### src/rtl/core/pal_pkg.sv
// Shared types, constants and element conversions for the positional array list.
// Used by positional_array_list and the testbench; no dependencies.
`default_nettype none

package pal_pkg;

	// Storage geometry
	localparam int DEPTH  = 64;
	localparam int ELEM_W = 32;
	localparam int AW     = $clog2(DEPTH);
	localparam int CW     = $clog2(DEPTH + 1);

	// Fixed field widths of the transactions
	localparam int PW     = 7;
	localparam int VW     = 32;

	// Width for position / count compares, with headroom for count + 1
	localparam int CMP_W  = ((CW > PW) ? CW : PW) + 1;

	typedef enum logic [1:0] {
		OP_CLEAR  = 2'd0,
		OP_INSERT = 2'd1,
		OP_DELETE = 2'd2,
		OP_READ   = 2'd3
	} op_t;

	typedef enum logic [1:0] {
		ST_OK     = 2'd0,
		ST_BADPOS = 2'd1,
		ST_FULL   = 2'd2,
		ST_EMPTY  = 2'd3
	} status_t;

	typedef struct packed {
		op_t                  op;
		logic [PW-1:0]        position;
		logic signed [VW-1:0] value;
	} in_t;

	typedef struct packed {
		status_t              status;
		logic signed [VW-1:0] read_value;
		logic [PW-1:0]        count;
	} out_t;

	// Input word to stored element (truncate or sign-extend)
	function automatic logic [ELEM_W-1:0] to_elem(input logic signed [VW-1:0] v);
		return ELEM_W'(v);
	endfunction

	// Stored element to output word (sign-extend or truncate)
	function automatic logic signed [VW-1:0] from_elem(input logic signed [ELEM_W-1:0] e);
		return VW'(e);
	endfunction

endpackage

`default_nettype wire

### src/rtl/core/pal_ram.sv
// Generic simple dual-port RAM: one write port, one read port, registered read data.
// No package dependencies.
`default_nettype none

module pal_ram #(
	parameter int WIDTH = 32,
	parameter int DEPTH = 64
) (
	input  wire logic                     clk,
	input  wire logic                     we,
	input  wire logic [$clog2(DEPTH)-1:0] waddr,
	input  wire logic [WIDTH-1:0]         wdata,
	input  wire logic [$clog2(DEPTH)-1:0] raddr,
	output logic      [WIDTH-1:0]         rdata
);

	logic [WIDTH-1:0] mem [DEPTH];

	// write port and registered read port
	always_ff @(posedge clk) begin
		if (we) begin
			mem[waddr] <= wdata;
		end
		rdata <= mem[raddr];
	end

endmodule

`default_nettype wire

### src/rtl/core/positional_array_list.sv
// Positional array list: ordered list of signed words kept in one dual-port RAM.
// Depends on pal_pkg and pal_ram.
//
// Usage:
//   in_data  (valid/ready): one operation per transaction: clear, insert at a
//            one-based position, delete at a position, or read at a position.
//   out_data (valid/ready): exactly one result per operation: status, read value
//            and the element count after the operation.
// Sequence from acceptance to result valid:
//   clear, any error, insert at the end, delete of the last entry: the result
//   is registered straight from idle. read: one RAM read, then the result (S_RD).
//   insert at position p: the entries from p to the end move up one slot, last
//   first (S_SHUP), then the new value is written into the opened slot (S_PUT).
//   delete at position p: the entries after p move down one slot (S_SHDN).
// One operation is in flight at a time; the next is accepted once the list is
// back in idle and the result register is empty or being taken. The shift moves
// one entry per cycle through the RAM (read entry i, write its neighbor).
// Reset empties the list; stored words are not cleared and are never read back
// before being written. A stalled receiver holds the result register and input
// acceptance stops until the result is taken.
`default_nettype none

module positional_array_list (
	input  wire logic          clk,
	input  wire logic          arst_n,
	input  wire logic          in_valid,
	output logic               in_ready,
	input  wire pal_pkg::in_t  in_data,
	output logic               out_valid,
	input  wire logic          out_ready,
	output pal_pkg::out_t      out_data
);

	typedef enum logic [2:0] {
		S_IDLE,
		S_RD,
		S_SHUP,
		S_PUT,
		S_SHDN
	} state_t;

	state_t                          state_q, state_d;
	logic [pal_pkg::CW-1:0]          count_q, count_d;
	logic [pal_pkg::AW-1:0]          idx_q, idx_d;
	logic [pal_pkg::AW-1:0]          tgt_q, tgt_d;
	logic [pal_pkg::ELEM_W-1:0]      val_q, val_d;
	logic                            out_valid_q;
	pal_pkg::out_t                   out_q, res_d;
	logic                            res_ld;
	logic                            acc;

	logic [pal_pkg::CMP_W-1:0]       n_x, p_x, p_eff;
	logic                            is_empty, ins_full, ins_bad, ins_app, pos_bad, del_last;

	logic                            ram_we;
	logic [pal_pkg::AW-1:0]          ram_waddr, ram_raddr;
	logic [pal_pkg::ELEM_W-1:0]      ram_wdata, ram_rdata;

	pal_ram #(
		.WIDTH(pal_pkg::ELEM_W),
		.DEPTH(pal_pkg::DEPTH)
	) u_store (
		.clk   (clk),
		.we    (ram_we),
		.waddr (ram_waddr),
		.wdata (ram_wdata),
		.raddr (ram_raddr),
		.rdata (ram_rdata)
	);

	assign in_ready  = (state_q == S_IDLE) && (!out_valid_q || out_ready);
	assign acc       = in_valid && in_ready;
	assign out_valid = out_valid_q;
	assign out_data  = out_q;

	// position checks against the current count
	always_comb begin
		n_x      = pal_pkg::CMP_W'(count_q);
		p_x      = pal_pkg::CMP_W'(in_data.position);
		is_empty = (count_q == '0);
		p_eff    = is_empty ? pal_pkg::CMP_W'(1) : p_x;
		ins_full = (n_x >= pal_pkg::CMP_W'(pal_pkg::DEPTH));
		ins_bad  = (p_eff == '0) || (p_eff > n_x + pal_pkg::CMP_W'(1));
		ins_app  = (p_eff == n_x + pal_pkg::CMP_W'(1));
		pos_bad  = (p_x == '0) || (p_x > n_x);
		del_last = (p_x == n_x);
	end

	// next state, RAM control and result formation
	always_comb begin
		state_d   = state_q;
		count_d   = count_q;
		idx_d     = idx_q;
		tgt_d     = tgt_q;
		val_d     = val_q;
		res_ld    = 1'b0;
		res_d     = '{status: pal_pkg::ST_OK, read_value: '0,
			count: pal_pkg::PW'(count_q)};
		ram_we    = 1'b0;
		ram_waddr = idx_q;
		ram_wdata = ram_rdata;
		ram_raddr = pal_pkg::AW'(p_x - pal_pkg::CMP_W'(1));

		case (state_q)
			S_IDLE: begin
				if (acc) begin
					case (in_data.op)
						pal_pkg::OP_CLEAR: begin
							count_d      = '0;
							res_ld       = 1'b1;
							res_d.count  = '0;
						end
						pal_pkg::OP_INSERT: begin
							ram_raddr = pal_pkg::AW'(n_x - pal_pkg::CMP_W'(1));
							if (ins_full) begin
								res_ld       = 1'b1;
								res_d.status = pal_pkg::ST_FULL;
							end else if (ins_bad) begin
								res_ld       = 1'b1;
								res_d.status = pal_pkg::ST_BADPOS;
							end else if (ins_app) begin
								ram_we      = 1'b1;
								ram_waddr   = pal_pkg::AW'(n_x);
								ram_wdata   = pal_pkg::to_elem(in_data.value);
								count_d     = count_q + pal_pkg::CW'(1);
								res_ld      = 1'b1;
								res_d.count = pal_pkg::PW'(count_d);
							end else begin
								idx_d   = pal_pkg::AW'(n_x);
								tgt_d   = pal_pkg::AW'(p_eff - pal_pkg::CMP_W'(1));
								val_d   = pal_pkg::to_elem(in_data.value);
								state_d = S_SHUP;
							end
						end
						pal_pkg::OP_DELETE: begin
							ram_raddr = pal_pkg::AW'(p_x);
							if (is_empty) begin
								res_ld       = 1'b1;
								res_d.status = pal_pkg::ST_EMPTY;
							end else if (pos_bad) begin
								res_ld       = 1'b1;
								res_d.status = pal_pkg::ST_BADPOS;
							end else if (del_last) begin
								count_d     = count_q - pal_pkg::CW'(1);
								res_ld      = 1'b1;
								res_d.count = pal_pkg::PW'(count_d);
							end else begin
								idx_d   = pal_pkg::AW'(p_x - pal_pkg::CMP_W'(1));
								state_d = S_SHDN;
							end
						end
						pal_pkg::OP_READ: begin
							if (is_empty) begin
								res_ld       = 1'b1;
								res_d.status = pal_pkg::ST_EMPTY;
							end else if (pos_bad) begin
								res_ld       = 1'b1;
								res_d.status = pal_pkg::ST_BADPOS;
							end else begin
								state_d = S_RD;
							end
						end
						default: begin
							state_d = S_IDLE;
						end
					endcase
				end
			end
			S_RD: begin
				res_ld           = 1'b1;
				res_d.read_value = pal_pkg::from_elem(ram_rdata);
				state_d          = S_IDLE;
			end
			// move entry idx-1 up into idx; fetch idx-2 for the next cycle
			S_SHUP: begin
				ram_we    = 1'b1;
				ram_raddr = idx_q - pal_pkg::AW'(2);
				idx_d     = idx_q - pal_pkg::AW'(1);
				if (idx_d == tgt_q) begin
					state_d = S_PUT;
				end
			end
			// drop the new value into the opened slot
			S_PUT: begin
				ram_we      = 1'b1;
				ram_waddr   = tgt_q;
				ram_wdata   = val_q;
				count_d     = count_q + pal_pkg::CW'(1);
				res_ld      = 1'b1;
				res_d.count = pal_pkg::PW'(count_d);
				state_d     = S_IDLE;
			end
			// move entry idx+1 down into idx; fetch idx+2 for the next cycle
			S_SHDN: begin
				ram_we    = 1'b1;
				ram_raddr = idx_q + pal_pkg::AW'(2);
				idx_d     = idx_q + pal_pkg::AW'(1);
				if (pal_pkg::CMP_W'(idx_q) + pal_pkg::CMP_W'(2) >= n_x) begin
					count_d     = count_q - pal_pkg::CW'(1);
					res_ld      = 1'b1;
					res_d.count = pal_pkg::PW'(count_d);
					state_d     = S_IDLE;
				end
			end
			default: begin
				state_d = S_IDLE;
			end
		endcase
	end

	// state, count and result register
	always_ff @(posedge clk or negedge arst_n) begin
		if (!arst_n) begin
			state_q     <= S_IDLE;
			count_q     <= '0;
			out_valid_q <= 1'b0;
		end else begin
			state_q <= state_d;
			count_q <= count_d;
			if (res_ld) begin
				out_valid_q <= 1'b1;
			end else if (out_ready) begin
				out_valid_q <= 1'b0;
			end
		end
	end

	// payload registers
	always_ff @(posedge clk) begin
		idx_q <= idx_d;
		tgt_q <= tgt_d;
		val_q <= val_d;
		if (res_ld) begin
			out_q <= res_d;
		end
	end

`ifndef SYNTH
	a_count_range: assert property (@(posedge clk) disable iff (!arst_n)
		count_q <= pal_pkg::CW'(pal_pkg::DEPTH))
		else $error("element count above capacity");

	a_busy_no_result: assert property (@(posedge clk) disable iff (!arst_n)
		(state_q != S_IDLE) |-> !out_valid_q)
		else $error("result pending while a shift is in progress");

	a_shift_up_order: assert property (@(posedge clk) disable iff (!arst_n)
		(state_q == S_SHUP) |-> (idx_q > tgt_q))
		else $error("insert shift passed its target slot");

	a_one_result: assert property (@(posedge clk) disable iff (!arst_n)
		(acc && in_data.op == pal_pkg::OP_READ && !is_empty && !pos_bad) |=> out_valid_q == 1'b0
		##1 out_valid_q)
		else $error("read result not produced on time");
`endif

endmodule

`default_nettype wire

### config.mk
export PLATFORM = sky130hd
export DESIGN_NAME = positional_array_list
export DESIGN_NICKNAME = d
export VERILOG_FILES = /design/src/rtl/core/pal_pkg.sv /design/src/rtl/core/pal_ram.sv /design/src/rtl/core/positional_array_list.sv
export SDC_FILE = /design/constraint.sdc
export NUM_CORES = 2
export LEC_CHECK = 0
export BUFFER_PORTS_ARGS = -buffer_cell sky130_fd_sc_hd__buf_2
export CAP_MARGIN = 40
export CORE_AREA = 2 2 544 330
export CTS_CLUSTER_SIZE = 20
export DETAILED_ROUTE_END_ITERATION = 6
export DIE_AREA = 0 0 546 332
export PLACE_DENSITY = 0.73
export RECOVER_POWER = 50
export SETUP_SLACK_MARGIN = 0.5
export SKIP_LAST_GASP = 1
export SLEW_MARGIN = 20
export SYNTH_ARGS = -nofsm -noshare
export SYNTH_HDL_FRONTEND = slang
export SYNTH_SLANG_ARGS = --single-unit
### constraint.sdc
create_clock -name clk -period 12.62 [get_ports clk]
set_input_delay 0.631 -clock clk [delete_from_list [all_inputs] [get_ports clk]]
set_output_delay 0.631 -clock clk [all_outputs]
set_load 0.01 [all_outputs]
Word-level counts from Yosys, hierarchy flattened
Memories as Yosys holds them, arrays and structs flattened. A register that Yosys moved wholly into a read port is not among the register bits. Index checks and enable logic that the tools add are counted.

Input bits: 45. Output and inout port bits: 43. Memories: 1. Word-level logic and storage cells: 145. Memory bits (writable): 2048. Register bits after elaboration: 96.

Memories: u_store.mem (depth 64, bits a word 32, read ports 1, clocked after memory_dff 1, write ports 1, RTL line pal_ram.sv:17) `logic [WIDTH-1:0] mem [DEPTH];`.

Bitwise gates (word level): 3. Magnitude comparators: 4. Reduce and logical (&&, ||, !) cells: 20. Add/sub/neg operators: 11. Muxes and demuxes: 74. Equal/unequal tests: 23.

Operators by type and width (count): $mux W32 (5); $mux W6 (13); $pmux W32 S2 (1); $mux W7 (9); $pmux W7 S3 (2); $pmux W6 S2 (3); $pmux W6 S3 (2); $mux W3 (11); $ne A3 B3 Y1 const B (8); $sub A6 B1 Y6 const B (4); $mux W1 (20); $pmux W3 S3 (2); $logic_not A7 Y1 (2); $reduce_and A12 Y1 (1); $reduce_and A9 Y1 (1); $add A7 B1 Y8 const B (1); $eq A7 B8 Y1 (1); $gt A7 B8 Y1 (1); $logic_not A8 Y1 (1); $add A6 B2 Y7 const B (1); $add A7 B1 Y7 const B (1); $eq A7 B7 Y1 (1); $ge A7 B7 Y1 (1); $ge A7 B7 Y1 const B (1); 31 further kinds (42).

Logic depth before layout (Yosys ltp)
Word-level depth: 11. Mapped depth: 17. Depth with buffers taken out: 16.

Cells and area by module
From an unflattened synthesis, not the netlist that was laid out.

Cells, all modules: 4150. Area, all modules: 85612.1 um2.

By module, submodules not included: pal_ram (times used 1, sequential area each 62139.6 um2, area an instance 79039.6 um2, cells an instance 3511); positional_array_list (times used 1, sequential area each 2827.7 um2, area an instance 6572.6 um2, cells an instance 639).

Least setup slack after synthesis
Ideal clock, no wire load.

Path kind: reg-to-reg. Start point: register count_q[0] (netlist bit). End point: register tgt_q[0] (netlist bit) (enable). Path slack: 5540 ps. Cell stages (with the launch flop): 16. Period minus slack after synthesis: 7080 ps. Buffers on the path: 1. Library setup time: 528 ps. Data required time: 12092 ps. Arrival time: 6552 ps. Path through: dfrtp_1 -> buf_2 -> inv_1 -> ha_1 -> nor3b_2 -> nand3_1 -> nand2_1 -> inv_1 -> ha_1 -> nor2b_1 -> o21a_1 -> o21a_1 -> o21bai_1 -> a32oi_1 -> or2_2 -> nor4_1.

Longest elaborated chain between the ends: 6. Elaborated cells on any way between the ends: 12. Classes of those cells: add/sub: 1; order compare: 2; eq/ne: 1; mux: 1; bitwise: 3; reduce/logical: 4.

RTL lines: from (decl) (RTL line positional_array_list.sv:43) `logic [pal_pkg::CW-1:0] count_q, count_d;`; from (signal assigned) (RTL line positional_array_list.sv:219) `count_q <= count_d;`; branches (longest 5 deep; another with $add A7 B1 Y8); $reduce_and A6 Y1 (no source line) (*); to (signal assigned) (RTL line positional_array_list.sv:231) `tgt_q <= tgt_d;`; to (decl) (RTL line positional_array_list.sv:45) `logic [pal_pkg::AW-1:0] tgt_q, tgt_d;`.

Every way passes the cells marked *. A chain may end at the register's enable or synchronous reset.

Worst setup path after layout
Start point: register state_q[1]. End point: register u_store.rdata[11] (read register of u_store.mem).

Longest elaborated chain between the ends: 5. Elaborated cells on any way between the ends: 7. Classes of those cells: eq/ne: 2; mux: 2; reduce/logical: 3.

RTL lines: from (decl) (RTL line positional_array_list.sv:42) `state_t state_q, state_d;`; from (signal assigned) (RTL line positional_array_list.sv:218) `state_q <= state_d;`; $logic_not A3 Y1 (RTL line positional_array_list.sv:71, positional_array_list.sv:104); $logic_and A1 B1 Y1 (RTL line positional_array_list.sv:71) `assign in_ready = (state_q == S_IDLE) && (!out_valid_q || out_ready);`; $logic_and A1 B1 Y1 (RTL line positional_array_list.sv:72) `assign acc = in_valid && in_ready;`; $mux W6 (RTL line positional_array_list.sv:106) `if (acc) begin`; $pmux W6 S3 (*) (RTL line positional_array_list.sv:104) `case (state_q)`; to (decl) (RTL line pal_ram.sv:14) `output logic [WIDTH-1:0] rdata`.

Every way passes the cells marked *; elsewhere a longest branch is shown, timed or not.

==> out/qor.txt <==
Post-Syn Area: 0.0859 mm²
Syn-to-layout area delta: 10.9%
Initial DRC count: 9388
Clk slew on worst S/H paths: 70 ps
Io pins: 88
Max Cap Viol: 36
Starting Density: 48.6%
Hold Crit Class: in2reg
FILL cells: 13802
Failing checks: capacitance limit, slew limit
CTS Buffer Depth: 4
Number of flops mapped to enable cells by yosys: 2133
TritonCTS Sinks: 2176
Routability cong.: 0.958
Global-route wire length before repair: 346000 µm
Largest net degree at the start of global routing: 203
Worst EP required: 13360 ps
Clk root buf: clkbuf_16
Worst-Skew Late Latency: 830 ps
Worst slew pin tran: 4050 ps
Vias in the first global route: 51078
Unrepaired setup endpoints after global routing: no
Min Tclk post-route: 9410 ps
CTS tree: built
Maximum vdd drop: 0.000250 V
Clock skew: 52.0 ps
Synth async-reset ratio: 0.506%
Top cell type by total area after synthesis: edfxtp_1
Setup TNS: 0 ps
IO buf count: 87
Final HPWL from detailed placement: 136000 µm
PD cells: 252 mW/mm²
Die Area: 0.181 mm²
Overall routing resource usage: 25.2%
Crit-path max FO: 172
Max Fclk: 0.106 GHz
Post-synthesis sequential area ratio: 75.6%
Share of cells above drive strength 1: 8.06%
Post-synthesis average cell area: 14.2 µm²
Syn nets: 6158
Synth Register Bits: 2176
Drt first pass iters: 7
Worst slack at placement: 6070 ps
Antenna violations before repair: 9
Crit start category: register
P_leak: 30.6 nW
Final Net Count: 6176
DRC: 0
Post-synthesis instance total: 6072
Detailed Route WL: 237000 µm
Die height: 332 µm
Ranking of synthesized cells by area: edfxtp_1, a21oi_1, nand2_1
PnR worst setup slack: 3210 ps
Top cell type's share of synthesized area: 74.5%
CP endpoint kind: register
Critical path type: reg2reg
DR vias: 55938
Most used flip-flop cell after synthesis: edfxtp_1
Placed instance area: 0.0896 mm²
Final Hold Viols: 0
Routed Antenna Nets: 0
Yosys warnings: 0
Tcrit/Tclk final: 74.6%
Global route overflow: 0
Post-route cell area: 0.0953 mm²
CTS buffer count: 183
Via density: 6.50
Yosys cell types: 75
Status: finished, violations left
CORE AREA: 0.177 mm²
Final setup fails: 0
Avg WL per Cell: 27.5 µm
Max Transition Viols Final: 2327
DIE WIDTH: 546 µm
Crit path DAT: 10150 ps
Slew HR: -170%
Rows: 120
Post-CTS Setup Bufs: 0
H-tree depth: 4
==> flip-flops by register name, indices dropped and copies added (netlist names) <==
register and flops:
u_store.mem 2048, out_data 41, u_store.rdata 32, val_q 32, count_q 7, idx_q 6
tgt_q 6, state_q 3, out_valid 1
==> per-stage QoR <==
step | power (W) | instances | utilization, % | hold slack [ps]
after global placement | 0.0180 | 8229 | 50.5 | 533
after CTS | 0.0236 | 8599 | 54.0 | 0.569
after floorplan | 0.0149 | 6072 | - | 335
after global routing | 0.0249 | 8611 | 53.9 | 46.7
final | 0.0240 | 8612 | 53.9 | 65.8
after detailed placement | 0.0182 | 8254 | 50.7 | 532
==> what timing repair did <==
| action | in CTS | in global routing |
|---|---|---|
| hold buffers | 24 | 1 |
| endpoints found under the setup margin | 0 | 0 |
| gates resized for setup | 0 | 0 |
| endpoints found under the hold margin | 34 | 1 |
==> final cells by class <==
| type | count | area (µm²) | share of cell area, % |
|---|---|---|---|
| Multi-Input combinational cell | 3427 | 19500 | 20.5 |
| Sequential cell | 2176 | 65000 | 68.2 |
| Tap cell | 2379 | 2980 | 3.12 |
| Clock inverter | 83 | 691 | 0.725 |
| Clock buffer | 238 | 4870 | 5.11 |
| Timing Repair Buffer | 274 | 2130 | 2.23 |
| Inverter | 28 | 105 | 0.110 |
| Antenna cell | 7 | 17.5 | 0.0184 |
==> report_power, final <==
part,leakage [nW],internal (W),total [W],switching (W)
clock,2.72,0.00295,0.00548,0.00253
sequential,19.8,0.00955,0.00978,0.000234
combinational,8.12,0.00214,0.00873,0.00659
total,30.6,0.0146,0.0240,0.00936
==> worst max-delay path, cell delays in order, from the launching register on <==
cell and delay [ps]:
dfrtp_1 580, nor2_1 450, o211ai_1 300, o2111ai_4 680, clkbuf_2 2810, clkbuf_1 2540, a21oi_1 280, a221oi_1 590
nor4_1 160, o22ai_1 600, a221o_1 200
==> cells by family (layout without fill, tap and decap cells) <==
logic type                 count (synthesis)  in the layout  share of synthesized area [%]
DFF                                     2176           2176                           75.6
other                                      0              7                              0
buffers and inverters                    469            623                           2.41
adders and majority gates                 41             41                          0.606
xor gates and xnor gates                  31             31                          0.316
muxes                                     28             28                          0.399
and+or+nand+nor                         1586           1586                           7.65
AOI/OAI and AO/OA                       1741           1741                           13.0
==> metal layers <==
| layer | vias to the layer above | GRT usage (%) | wire length [µm] |
|---|---|---|---|
| met1 | 27876 | 40.4 | 98400 |
| met3 | 419 | 6.21 | 33900 |
| met2 | 4138 | 34.4 | 98700 |
| li1 | 23497 | - | - |
| met5 | - | 0.706 | 73 |
| met4 | 8 | 5.57 | 5470 |
==> placed cells by master, fill, tap and decap left out, types with 9 or more instances in the layout <==
| cell type | synthesis | final |
|---|---|---|
| xnor2_1 | 22 | 22 |
| nand3_1 | 43 | 42 |
| clkinv_2 | 0 | 29 |
| o21ai_0 | 37 | 37 |
| nor2_4 | 0 | 65 |
| nand2_2 | 0 | 17 |
| buf_12 | 0 | 29 |
| bufinv_16 | 0 | 11 |
| edfxtp_1 | 2133 | 2133 |
| dfrtp_1 | 11 | 11 |
| mux2i_1 | 23 | 23 |
| nand2_1 | 1177 | 1157 |
| ha_1 | 40 | 40 |
| buf_4 | 12 | 87 |
| a21oi_1 | 1009 | 1009 |
| a221oi_1 | 479 | 479 |
| and2_1 | 40 | 17 |
| dlygate4sd3_1 | 0 | 25 |
| xor2_1 | 9 | 9 |
| dfxtp_1 | 32 | 32 |
| o22ai_1 | 35 | 35 |
| clkbuf_1 | 209 | 159 |
| a221o_1 | 35 | 35 |
| a22oi_1 | 55 | 55 |
| and2_0 | 0 | 23 |
| nand4_1 | 12 | 12 |
| or4_1 | 24 | 24 |
| nor3_1 | 24 | 24 |
| inv_1 | 28 | 28 |
| clkbuf_16 | 0 | 184 |
| nor4_1 | 56 | 56 |
| a21oi_2 | 11 | 10 |
| clkinv_1 | 0 | 33 |
| nor2_1 | 165 | 100 |
| buf_2 | 167 | 13 |
==> worst paths after layout <==
check                                       from           endpoint  slack [ps]  cells past startpoint
min in group asynchronous                 arst_n          out_valid         490                      2
worst max register to register        state_q[1]  u_store.rdata[11]        3210                     10
max in group asynchronous                 arst_n         state_q[2]       11630                      2
worst min register to register  u_store.rdata[8]       out_data[15]         560                      1
worst max-delay path                  state_q[1]  u_store.rdata[11]        3210                     10
worst min-delay path                 in_data[16]          val_q[16]          70                      1
==> synthesized netlist by cell type, drive strengths merged (9+ instances only) <==
| library cell | count |
|---|---|
| nand4 | 12 |
| dfrtp | 11 |
| a221oi | 479 |
| o21ai | 37 |
| dfxtp | 32 |
| mux2i | 23 |
| xnor2 | 22 |
| clkbuf | 209 |
| a21oi | 1020 |
| or4 | 24 |
| edfxtp | 2133 |
| and2 | 40 |
| buf | 232 |
| nor2 | 165 |
| nor3 | 26 |
| a22oi | 55 |
| nand3 | 43 |
| ha | 40 |
| o22ai | 35 |
| nand2 | 1178 |
| a221o | 35 |
| nor4 | 58 |
| xor2 | 9 |
| inv | 28 |
(Power assumes the default switching activity.)
